File: config.mk
export PLATFORM = sky130hd
export DESIGN_NAME = serial_frame_receiver
export DESIGN_NICKNAME = d
export VERILOG_FILES = /design/src/rtl/core/sfr_pkg.sv /design/src/rtl/core/sfr_frame_fsm.sv /design/src/rtl/core/serial_frame_receiver.sv
export SDC_FILE = /design/constraint.sdc
export NUM_CORES = 1
export LEC_CHECK = 0
export ABC_AREA = 1
export BUFFER_PORTS_ARGS = -buffer_cell sky130_fd_sc_hd__buf_2
export CORE_ASPECT_RATIO = 0.9
export CORE_MARGIN = 1
export CORE_UTILIZATION = 30
export DETAILED_ROUTE_END_ITERATION = 12
export GPL_ROUTABILITY_DRIVEN = 0
export PLACE_DENSITY_LB_ADDON = 0.12
export SETUP_SLACK_MARGIN = 0.2
export SLEW_MARGIN = 10
export SYNTH_ARGS = -nofsm -noshare
export SYNTH_HDL_FRONTEND = slang
export SYNTH_SLANG_ARGS = --single-unit
File: constraint.sdc
create_clock -name clk -period 3.1 [get_ports clk]
set_input_delay 0 -clock clk [delete_from_list [all_inputs] [get_ports clk]]
set_output_delay 0 -clock clk [all_outputs]
set_load 0.05 [all_outputs]
File: src/rtl/core/sfr_pkg.sv
// Shared constants and types for the serial frame receiver.
`default_nettype none

package sfr_pkg;

    localparam int unsigned BYTE_W      = 8;
    localparam int unsigned FCS_W       = 16;
    localparam int unsigned CFG_INDEX_W = 2;

    localparam logic [BYTE_W-1:0] FLAG_BYTE   = 8'h7e;
    localparam logic [BYTE_W-1:0] ESCAPE_BYTE = 8'h7d;
    localparam logic [BYTE_W-1:0] ESCAPE_XOR  = 8'h20;

    // Configuration register indexes.
    localparam logic [CFG_INDEX_W-1:0] CFG_MAX_LENGTH        = 2'd0;
    localparam logic [CFG_INDEX_W-1:0] CFG_MIN_LENGTH        = 2'd1;
    localparam logic [CFG_INDEX_W-1:0] CFG_EXPECTED_REVISION = 2'd2;

    localparam logic [BYTE_W-1:0] MAX_LENGTH_RESET        = 8'd68;
    localparam logic [BYTE_W-1:0] MIN_LENGTH_RESET        = 8'd4;
    localparam logic [BYTE_W-1:0] EXPECTED_REVISION_RESET = 8'd1;

    // Result kinds.
    localparam logic KIND_DATA = 1'b0;
    localparam logic KIND_END  = 1'b1;

    typedef struct packed {
        logic [BYTE_W-1:0] max_length;
        logic [BYTE_W-1:0] min_length;
        logic [BYTE_W-1:0] expected_revision;
    } sfr_cfg_t;

    typedef struct packed {
        logic              valid;
        logic              kind;
        logic [BYTE_W-1:0] payload;
        logic [BYTE_W-1:0] byte_index;
        logic              frame_good;
        logic [FCS_W-1:0]  received_fcs;
    } sfr_result_t;

endpackage

`default_nettype wire

File: src/rtl/core/sfr_frame_fsm.sv
// Receive framing state machine: one byte per step, at most one result.
`default_nettype none

module sfr_frame_fsm (
    input  wire logic                       clk,
    input  wire logic                       rst_n,
    input  wire logic                       step,
    input  wire logic [sfr_pkg::BYTE_W-1:0] rx_byte,
    input  wire sfr_pkg::sfr_cfg_t          cfg,
    output sfr_pkg::sfr_result_t            result
);
    import sfr_pkg::*;

    typedef enum logic [2:0] {
        PH_START,
        PH_REV,
        PH_LEN,
        PH_DATA,
        PH_ESC,
        PH_FCS1,
        PH_FCS2,
        PH_END
    } phase_t;

    phase_t            phase_reg, phase_next;
    logic [BYTE_W-1:0] expected_length_reg, expected_length_next;
    logic [BYTE_W-1:0] received_count_reg, received_count_next;
    logic [FCS_W-1:0]  fcs_value_reg, fcs_value_next;

    logic [BYTE_W-1:0] data_byte;
    logic [BYTE_W-1:0] count_inc;
    logic              length_bad;

    assign count_inc  = received_count_reg + 8'd1;
    assign data_byte  = (phase_reg == PH_ESC) ? (rx_byte ^ ESCAPE_XOR) : rx_byte;
    assign length_bad = (rx_byte == '0) || (rx_byte > cfg.max_length)
                        || (rx_byte < cfg.min_length);

    always_comb
    begin
        phase_next           = phase_reg;
        expected_length_next = expected_length_reg;
        received_count_next  = received_count_reg;
        fcs_value_next       = fcs_value_reg;
        result               = '0;
        if (step)
        begin
            case (phase_reg)
                PH_START:
                begin
                    if (rx_byte == FLAG_BYTE)
                    begin
                        phase_next = PH_REV;
                    end
                end
                PH_REV:
                begin
                    phase_next = (rx_byte == cfg.expected_revision) ? PH_LEN : PH_START;
                end
                PH_LEN:
                begin
                    if (length_bad)
                    begin
                        phase_next = PH_START;
                    end
                    else
                    begin
                        expected_length_next = rx_byte;
                        received_count_next  = '0;
                        phase_next           = PH_DATA;
                    end
                end
                PH_DATA, PH_ESC:
                begin
                    if (phase_reg == PH_DATA && rx_byte == ESCAPE_BYTE)
                    begin
                        phase_next = PH_ESC;
                    end
                    else
                    begin
                        received_count_next = count_inc;
                        phase_next = (count_inc == expected_length_reg) ? PH_FCS1 : PH_DATA;
                        result.valid      = 1'b1;
                        result.kind       = KIND_DATA;
                        result.payload    = data_byte;
                        result.byte_index = received_count_reg;
                    end
                end
                PH_FCS1:
                begin
                    fcs_value_next = {rx_byte, 8'h00};
                    phase_next     = PH_FCS2;
                end
                PH_FCS2:
                begin
                    fcs_value_next = {fcs_value_reg[FCS_W-1:BYTE_W], rx_byte};
                    phase_next     = PH_END;
                end
                default:
                begin
                    // A missing end flag still closes the frame, as a drop.
                    phase_next          = PH_START;
                    result.valid        = 1'b1;
                    result.kind         = KIND_END;
                    result.frame_good   = (rx_byte == FLAG_BYTE);
                    result.received_fcs = fcs_value_reg;
                end
            endcase
        end
    end

    always_ff @(posedge clk or negedge rst_n)
    begin
        if (!rst_n)
        begin
            phase_reg           <= PH_START;
            expected_length_reg <= '0;
            received_count_reg  <= '0;
            fcs_value_reg       <= '0;
        end
        else
        begin
            phase_reg           <= phase_next;
            expected_length_reg <= expected_length_next;
            received_count_reg  <= received_count_next;
            fcs_value_reg       <= fcs_value_next;
        end
    end

    a_count_in_range: assert property (@(posedge clk) disable iff (!rst_n)
        (phase_reg == PH_DATA || phase_reg == PH_ESC)
            |-> received_count_reg < expected_length_reg)
        else $error("payload count has reached the packet length inside the data");

    a_end_returns_to_start: assert property (@(posedge clk) disable iff (!rst_n)
        (step && phase_reg == PH_END) |=> phase_reg == PH_START)
        else $error("framing machine did not return to start after the end byte");

    a_escape_then_data: assert property (@(posedge clk) disable iff (!rst_n)
        (step && phase_reg == PH_ESC) |-> result.valid && result.kind == KIND_DATA)
        else $error("escaped byte produced no payload word");

    a_length_nonzero: assert property (@(posedge clk) disable iff (!rst_n)
        (phase_reg == PH_DATA) |-> expected_length_reg != '0)
        else $error("data phase entered with a zero length");

endmodule

`default_nettype wire

File: src/rtl/core/serial_frame_receiver.sv
// Serial frame receiver top level: input register, framing machine, result register.
// A byte sits in the input register; a result word from it is loaded into the result register.
// Throughput: one byte per cycle; the input register drains whenever the result register is free.
// The framing machine itself is single-pass logic between the two registers.
// Reset clears the pipeline valids and the framing state and loads the register defaults.
`default_nettype none

module serial_frame_receiver (
    input  wire logic                            clk,
    input  wire logic                            rst_n,
    input  wire logic                            in_valid,
    output logic                                 in_stall,
    input  wire logic [sfr_pkg::BYTE_W-1:0]      rx_byte,
    output logic                                 out_valid,
    input  wire logic                            out_stall,
    output logic                                 kind,
    output logic [sfr_pkg::BYTE_W-1:0]           payload,
    output logic [sfr_pkg::BYTE_W-1:0]           byte_index,
    output logic                                 frame_good,
    output logic [sfr_pkg::FCS_W-1:0]            received_fcs,
    input  wire logic                            cfg_valid,
    output logic                                 cfg_ready,
    input  wire logic [sfr_pkg::CFG_INDEX_W-1:0] cfg_index,
    input  wire logic [sfr_pkg::BYTE_W-1:0]      cfg_data
);
    import sfr_pkg::*;

    sfr_cfg_t          cfg_reg;
    logic              in_valid_reg;
    logic [BYTE_W-1:0] in_byte_reg;
    logic              out_valid_reg;
    sfr_result_t       out_reg;
    sfr_result_t       result;
    logic              out_free;
    logic              advance;

    assign cfg_ready = 1'b1;
    assign out_free  = !out_valid_reg || !out_stall;
    assign advance   = in_valid_reg && out_free;
    assign in_stall  = in_valid_reg && !out_free;

    always_ff @(posedge clk or negedge rst_n)
    begin
        if (!rst_n)
        begin
            cfg_reg.max_length        <= MAX_LENGTH_RESET;
            cfg_reg.min_length        <= MIN_LENGTH_RESET;
            cfg_reg.expected_revision <= EXPECTED_REVISION_RESET;
        end
        else if (cfg_valid)
        begin
            case (cfg_index)
                CFG_MAX_LENGTH:        cfg_reg.max_length        <= cfg_data;
                CFG_MIN_LENGTH:        cfg_reg.min_length        <= cfg_data;
                CFG_EXPECTED_REVISION: cfg_reg.expected_revision <= cfg_data;
                default:               ;
            endcase
        end
    end

    always_ff @(posedge clk or negedge rst_n)
    begin
        if (!rst_n)
        begin
            in_valid_reg  <= 1'b0;
            out_valid_reg <= 1'b0;
        end
        else
        begin
            if (!in_stall)
            begin
                in_valid_reg <= in_valid;
            end
            if (out_free)
            begin
                out_valid_reg <= advance && result.valid;
            end
        end
    end

    always_ff @(posedge clk)
    begin
        if (in_valid && !in_stall)
        begin
            in_byte_reg <= rx_byte;
        end
        if (advance)
        begin
            out_reg <= result;
        end
    end

    sfr_frame_fsm u_fsm (
        .clk     (clk),
        .rst_n   (rst_n),
        .step    (advance),
        .rx_byte (in_byte_reg),
        .cfg     (cfg_reg),
        .result  (result)
    );

    assign out_valid    = out_valid_reg;
    assign kind         = out_reg.kind;
    assign payload      = out_reg.payload;
    assign byte_index   = out_reg.byte_index;
    assign frame_good   = out_reg.frame_good;
    assign received_fcs = out_reg.received_fcs;

    a_drain_when_free: assert property (@(posedge clk) disable iff (!rst_n)
        (in_valid_reg && !out_stall) |-> !in_stall)
        else $error("input word held although the result register could take it");

    a_data_word_clean: assert property (@(posedge clk) disable iff (!rst_n)
        (out_valid_reg && out_reg.kind == KIND_DATA)
            |-> !out_reg.frame_good && out_reg.received_fcs == '0)
        else $error("payload word carries end status fields");

    a_end_word_clean: assert property (@(posedge clk) disable iff (!rst_n)
        (out_valid_reg && out_reg.kind == KIND_END)
            |-> out_reg.payload == '0 && out_reg.byte_index == '0)
        else $error("end word carries payload fields");

    a_no_stall_when_empty: assert property (@(posedge clk) disable iff (!rst_n)
        !in_valid_reg |-> !in_stall)
        else $error("input stalled with an empty input register");

endmodule

`default_nettype wire
==> results.sh, run 1 <==
export IMPL_yosys_area_top_type_share_pct=29.21
export IMPL_grt_overflow_total=0
export IMPL_synth_seq_cells=103
export IMPL_place_ws_ns=0.9766
export IMPL_grt_max_degree=35
export IMPL_cts_resized=0
export IMPL_outcome="finished clean"
export IMPL_antenna_found_initial=0
export IMPL_die_h_um=123.0
export IMPL_synth_nets=562
export IMPL_die_area_sq_um=16790
export IMPL_stdcell_count=813
export IMPL_netlist_top_cells_count="nand2_1 (120), inv_1 (80), dfrtp_1 (57), nor2_1 (46), edfxtp_1 (42)"
export IMPL_critical_path_top_delay_family="simple AND/OR/NAND/NOR gates"
export IMPL_synthCells=523
export IMPL_vias=3580
export IMPL_postCtsSetupBuffers=0
export IMPL_syn_to_final_growth_pct=20.96
export IMPL_cp_slowest_cell="edfxtp_1"
export IMPL_yosys_top_cells_area="dfrtp_1 (29%), edfxtp_1 (26%), nand2_1 (9.2%)"
export IMPL_wl_um=10940
export IMPL_p_leak_nw=2.708
export IMPL_io_pins=60
export IMPL_antenna_cells=0
export IMPL_critPathKind="flop to flop"
export IMPL_critical_path_arrival_ns=2.35
export IMPL_clkTransAtPathRegs_ns=0.07
export IMPL_finalClockSkew_ns=0.006756
export IMPL_yosys_warnings=0
export IMPL_clk_latency_ns=0.34
export IMPL_largest_reg_flops=24
export IMPL_power_density_nw_per_um2=548.2
export IMPL_routedWlPerCell_um=13.46
export IMPL_dpl_hpwl_um=8045
export IMPL_ir_worst_vdd_mv=0.2523
export IMPL_h_tree_depth=3
export IMPL_nets=645
export IMPL_cts_root_buf="clkbuf_16"
export IMPL_start_util_pct=31.19
export IMPL_grt_setup_unrepaired="no"
export IMPL_yosys_area_top_type="dfrtp_1"
export IMPL_synth_area_per_cell_sq_um=9.337
export IMPL_grtUsageTotal_pct=14.29
export IMPL_cts_sinks=103
export IMPL_crit_chain="ha_1, a21oi_1, o21ai_0, nand2_1, nand2_1, nand2_1, nand3_4, nor2_8, nor2_4, nand2_1, nand2_1"
export IMPL_viasPerCell=4.403
export IMPL_grt_pass1_vias=3549
export IMPL_rows=43
export IMPL_tns_ns=0
export IMPL_die_w_um=136.5
export IMPL_fin_crit_sh_pct=68.49
export IMPL_yosysUniqueCellTypes=42
export IMPL_grt_pass1_wl_um=18150
export IMPL_critPathRequiredTime_ns=3.33
export IMPL_fin_total_pwr_mw=3.238
export IMPL_hold_path_class="input pin to async pin"
export IMPL_dp_cells=778
export IMPL_max_stage_delay_ns=0.57
export IMPL_r2r_slack_ns=0.98
export IMPL_cts_buffers_inserted=9
export IMPL_final_min_clock_period_ns=2.123
export IMPL_dr_pass1_iters=4
export IMPL_portBuffers=58
export IMPL_slew_headroom_pct=41.71
export IMPL_yosysMostFrequentCell="nand2_1"
export IMPL_drc=0
export IMPL_path_buf_inv=0
export IMPL_ant_nets=0
export IMPL_slew_violations=0
export IMPL_core_sq_um=15660
export IMPL_synth_edf_count=42
export IMPL_async_flop_share_pct=59.22
export IMPL_layout_drive_gt1_share_pct=17.84
export IMPL_max_clock_freq_mhz=471.0
export IMPL_crit_path_end_kind="flop"
export IMPL_synth_ff_type="dfrtp_1"
export IMPL_hold_viol_final=0
export IMPL_timing_final_ws_setup_ns=0.9768
export IMPL_cts_tree="done"
export IMPL_worst_pin_slew_ns=0.8744
export IMPL_ys_seq_area_share_pct=57.19
export IMPL_drtIter0Drc=145
export IMPL_max_cap_viol_count=0
export IMPL_setup_viol=0
export IMPL_cp_max_fo=18
export IMPL_final_util_pct=37.73
export IMPL_critPathLaunchType="flop"
export IMPL_max_clock_path_buffers=2
export IMPL_synth_area_sq_um=4883
export IMPL_path_common_cell="nand2_1"
[final cells by class]
cell class,count,area [sq um]
sequential,103,2793
inverter,88,346.6
clock buffer,10,229.0
multi-input combinational,323,1690
fill,1615,9749
timing repair buffer,81,510.5
tap,202,252.7
clock inverter,6,85.08
[through the flow]
stage          hold slack (ns)  cell area, sq um
5_1_grt                 0.3578              5907
4_1_cts                 0.3378              5907
3_3_place_gp            0.1595              5403
2_1_floorplan          -0.2956              4883
6_report                0.3037              5907
3_5_place_dp            0.1782              5403
[per-layer routing]
layer | global-route usage (%) | vias to the layer above | wire (um)
met1 | 20.06 | 1665 | 5684
met4 | 3.681 | 0 | 93
met2 | 22.37 | 62 | 4834
li1 | - | 1846 | -
met5 | 0 | - | 0
met3 | 2.952 | 7 | 332
[power by group]
part | internal, mW | switching, mW
logic | 0.161 | 0.287
registers | 1.52 | 0.0763
clock network | 0.707 | 0.490
[final timing paths]
check / startpoint / end / cells after the start
max in group asynchronous: rst_n / cfg_reg[8] / 4
worst max register to register: in_byte_reg[1] / u_fsm.received_count_reg[2] / 11
worst min-delay path: rst_n / u_fsm.fcs_value_reg[14] / 2
worst max-delay path: in_byte_reg[1] / u_fsm.received_count_reg[2] / 11
min in group clk: cfg_valid / cfg_reg[22] / 3
worst min register to register: cfg_reg[21] / cfg_reg[21] / 2
[timing repair]
item | 4_1_cts | 5_1_grt
endpoints found under the hold margin | 66 | 0
hold buffers | 19 | 0
setup endpoints to repair | 0 | 0
[cells by family after synthesis]
kind of cell | count (synthesis) | synth area share [%]
and+or+nand+nor | 233 | 21.73
adders and majority gates | 16 | 4.099
other | 1 | 0.07679
DFF | 103 | 57.19
buffers and inverters | 97 | 8.301
xor gates and xnor gates | 5 | 0.8969
AOI/OAI and AO/OA | 68 | 7.712
[worst reg2reg max path: stages (launching register included)]
cell and delay [ns]:
edfxtp_1 0.57, ha_1 0.38, a21oi_1 0.16, o21ai_0 0.10
nand2_1 0.07, nand2_1 0.04, nand2_1 0.10, nand3_4 0.12
nor2_8 0.27, nor2_4 0.10, nand2_1 0.07, nand2_1 0.05
[placed cells by master, fill, tap and decap left out, types with 9 or more instances in the layout]
| cell | count |
|---|---|
| nand2_1 | 120 |
| inv_1 | 80 |
| buf_2 | 58 |
| dfrtp_1 | 57 |
| nor2_1 | 46 |
| edfxtp_1 | 42 |
| nand3_1 | 36 |
| o21ai_0 | 36 |
| dlygate4sd3_1 | 19 |
| ha_1 | 16 |
| a21oi_1 | 12 |
| clkbuf_16 | 9 |
No activity file was read; power rests on OpenSTA's default activity.
==> run 2, diff against run 1 <==
==> constraint.sdc (replaced) <==
create_clock -name clk -period 1.8 [get_ports clk]
set_input_delay 0 -clock clk [delete_from_list [all_inputs] [get_ports clk]]
set_output_delay 0 -clock clk [all_outputs]
set_load 0.05 [all_outputs]
==> results.sh, run 2 (synthesis gave the netlist of run 1 again) <==
export IMPL_grt_setup_unrepaired="yes"
export IMPL_cts_buffers_inserted=9
export IMPL_die_w_um=136.5
export IMPL_largest_reg_flops=24
export IMPL_endpoint="u_fsm.phase_reg[1]"
export IMPL_dr_pass1_iters=4
export IMPL_drc=0
export IMPL_clk_latency_ns=0.35
export IMPL_cp_max_fo=4
export IMPL_routedWlPerCell_um=13.87
export IMPL_vias=3757
export IMPL_dpl_hpwl_um=8593
export IMPL_die_area_sq_um=16790
export IMPL_critical_path_arrival_ns=2.16
export IMPL_fin_crit_sh_pct=106.3
export IMPL_portBuffers=58
export IMPL_critPathLaunchType="flop"
export IMPL_violations="setup timing"
export IMPL_viasPerCell=4.425
export IMPL_grtUsageTotal_pct=15.48
export IMPL_grt_pass1_vias=3816
export IMPL_worst_pin_slew_ns=0.6023
export IMPL_cts_root_buf="clkbuf_16"
export IMPL_max_cap_viol_count=0
export IMPL_cts_sinks=103
export IMPL_hold_viol_final=0
export IMPL_grt_max_degree=28
export IMPL_critPathLaunch="in_byte_reg[5]"
export IMPL_max_clock_path_buffers=2
export IMPL_io_pins=60
export IMPL_cts_tree="done"
export IMPL_setup_viol=18
export IMPL_reg2reg_to="u_fsm.phase_reg[1]"
export IMPL_ir_worst_vdd_mv=0.5380
export IMPL_final_common_cell="nand2_1"
export IMPL_hold_slack_ns=0.1114
export IMPL_finalClockSkew_ns=0.006320
export IMPL_ant_nets=0
export IMPL_wl_um=11770
export IMPL_fillCellCount=1586
export IMPL_critPathKind="flop to flop"
export IMPL_reg2regPathDepth=12
export IMPL_place_ws_ns=-0.1941
export IMPL_slew_violations=0
export IMPL_grt_pass1_wl_um=19460
export IMPL_die_h_um=123.0
export IMPL_drtIter0Drc=237
export IMPL_placed_area_sq_um=5635
export IMPL_outcome="finished, violations left"
export IMPL_clkTransAtPathRegs_ns=0.07
export IMPL_power_density_nw_per_um2=888.4
export IMPL_layout_drive_gt1_share_pct=25.66
export IMPL_grt_overflow_total=0
export IMPL_p_leak_nw=2.879
export IMPL_worstReg2RegStart="in_byte_reg[5]"
export IMPL_rows=43
export IMPL_layout_common_cells="nand2_1 (115), inv_1 (77), buf_2 (58), dfrtp_1 (55), nor2_1 (44)"
export IMPL_syn_to_final_growth_pct=29.31
export IMPL_slew_headroom_pct=59.74
export IMPL_r2r_slack_ns=-0.11
export IMPL_start_util_pct=31.19
export IMPL_antenna_cells=0
export IMPL_design_area_sq_um=6315
export IMPL_nets=681
export IMPL_timing_final_ws_setup_ns=-0.1136
export IMPL_critPathRequiredTime_ns=2.05
export IMPL_h_tree_depth=3
export IMPL_max_clock_freq_mhz=522.6
export IMPL_core_sq_um=15660
export IMPL_hold_path_class="input pin to async pin"
export IMPL_antenna_found_initial=0
export IMPL_final_min_clock_period_ns=1.914
export IMPL_crit_path_end_kind="flop"
-- run 2: where the power goes --
| group | switching, mW | leakage (nW) | internal, mW |
|---|---|---|---|
| Sequential | 0.102 | 1.22 | 2.61 |
| Combinational | 0.569 | 1.52 | 0.363 |
| Clock | 0.846 | 0.140 | 1.12 |
-- run 2: repair_timing --
| action | CTS | global route |
|---|---|---|
| setup buffers | 6 | 1 |
| gates resized for setup | 16 | 10 |
| hold buffers | 19 | 0 |
| endpoints found under the hold margin | 73 | 0 |
| endpoints found under the setup margin | 37 | 53 |
| pin swaps | 5 | 1 |
| gates cloned | 2 | 0 |
-- run 2: critical path, cell delays in order, from the launching register on --
cell	delay, ns
edfxtp_1	0.49
ha_1	0.34
a21oi_1	0.14
nor2_1	0.07
a211oi_2	0.20
nand2_2	0.11
nand3_4	0.11
buf_4	0.12
nand2_1	0.04
inv_1	0.05
nand2_1	0.04
nand2_1	0.06
nand2_1	0.05
-- run 2: worst min path at each step --
stage | start | end | slack (ns) | depth (start not counted)
detailed placement | rst_n | cfg_reg[20] | -0.04 | 1
global route | rst_n | cfg_reg[3] | 0.16 | 2
global placement | rst_n | cfg_reg[20] | -0.04 | 1
finish | rst_n | cfg_reg[3] | 0.11 | 2
CTS | rst_n | cfg_reg[19] | 0.11 | 2
floorplan | rst_n | cfg_reg[11] | -0.30 | 0
-- run 2: cell type report --
class	count	area [sq um]	share of cell area, %
Timing Repair Buffer	115	814.5	12.90
Clock buffer	13	250.2	3.963
Tap cell	202	252.7	4.002
Clock inverter	3	43.79	0.6935
Timing Repair inverter	2	15.01	0.2378
Multi-Input combinational cell	323	1798	28.47
Sequential cell	103	2795	44.26
Inverter	88	345.3	5.469
-- run 2: layer usage --
metal / track usage, % / wire, um
met2: 25.25 / 5456
met5: 0 / 0
met3: 3.731 / 415
met1: 20.33 / 5766
met4: 4.583 / 133
-- run 2: per-stage QoR --
step	instances	setup TNS [ns]	total power, mW	util [%]
2_1_floorplan	523	-11.37	3.303	-
3_3_place_gp	805	-4.191	3.577	35.99
3_5_place_dp	805	-4.535	3.588	35.99
4_1_cts	848	-0.8284	5.668	39.93
5_1_grt	849	-4.690	5.929	40.33
6_report	849	-1.362	5.610	40.33
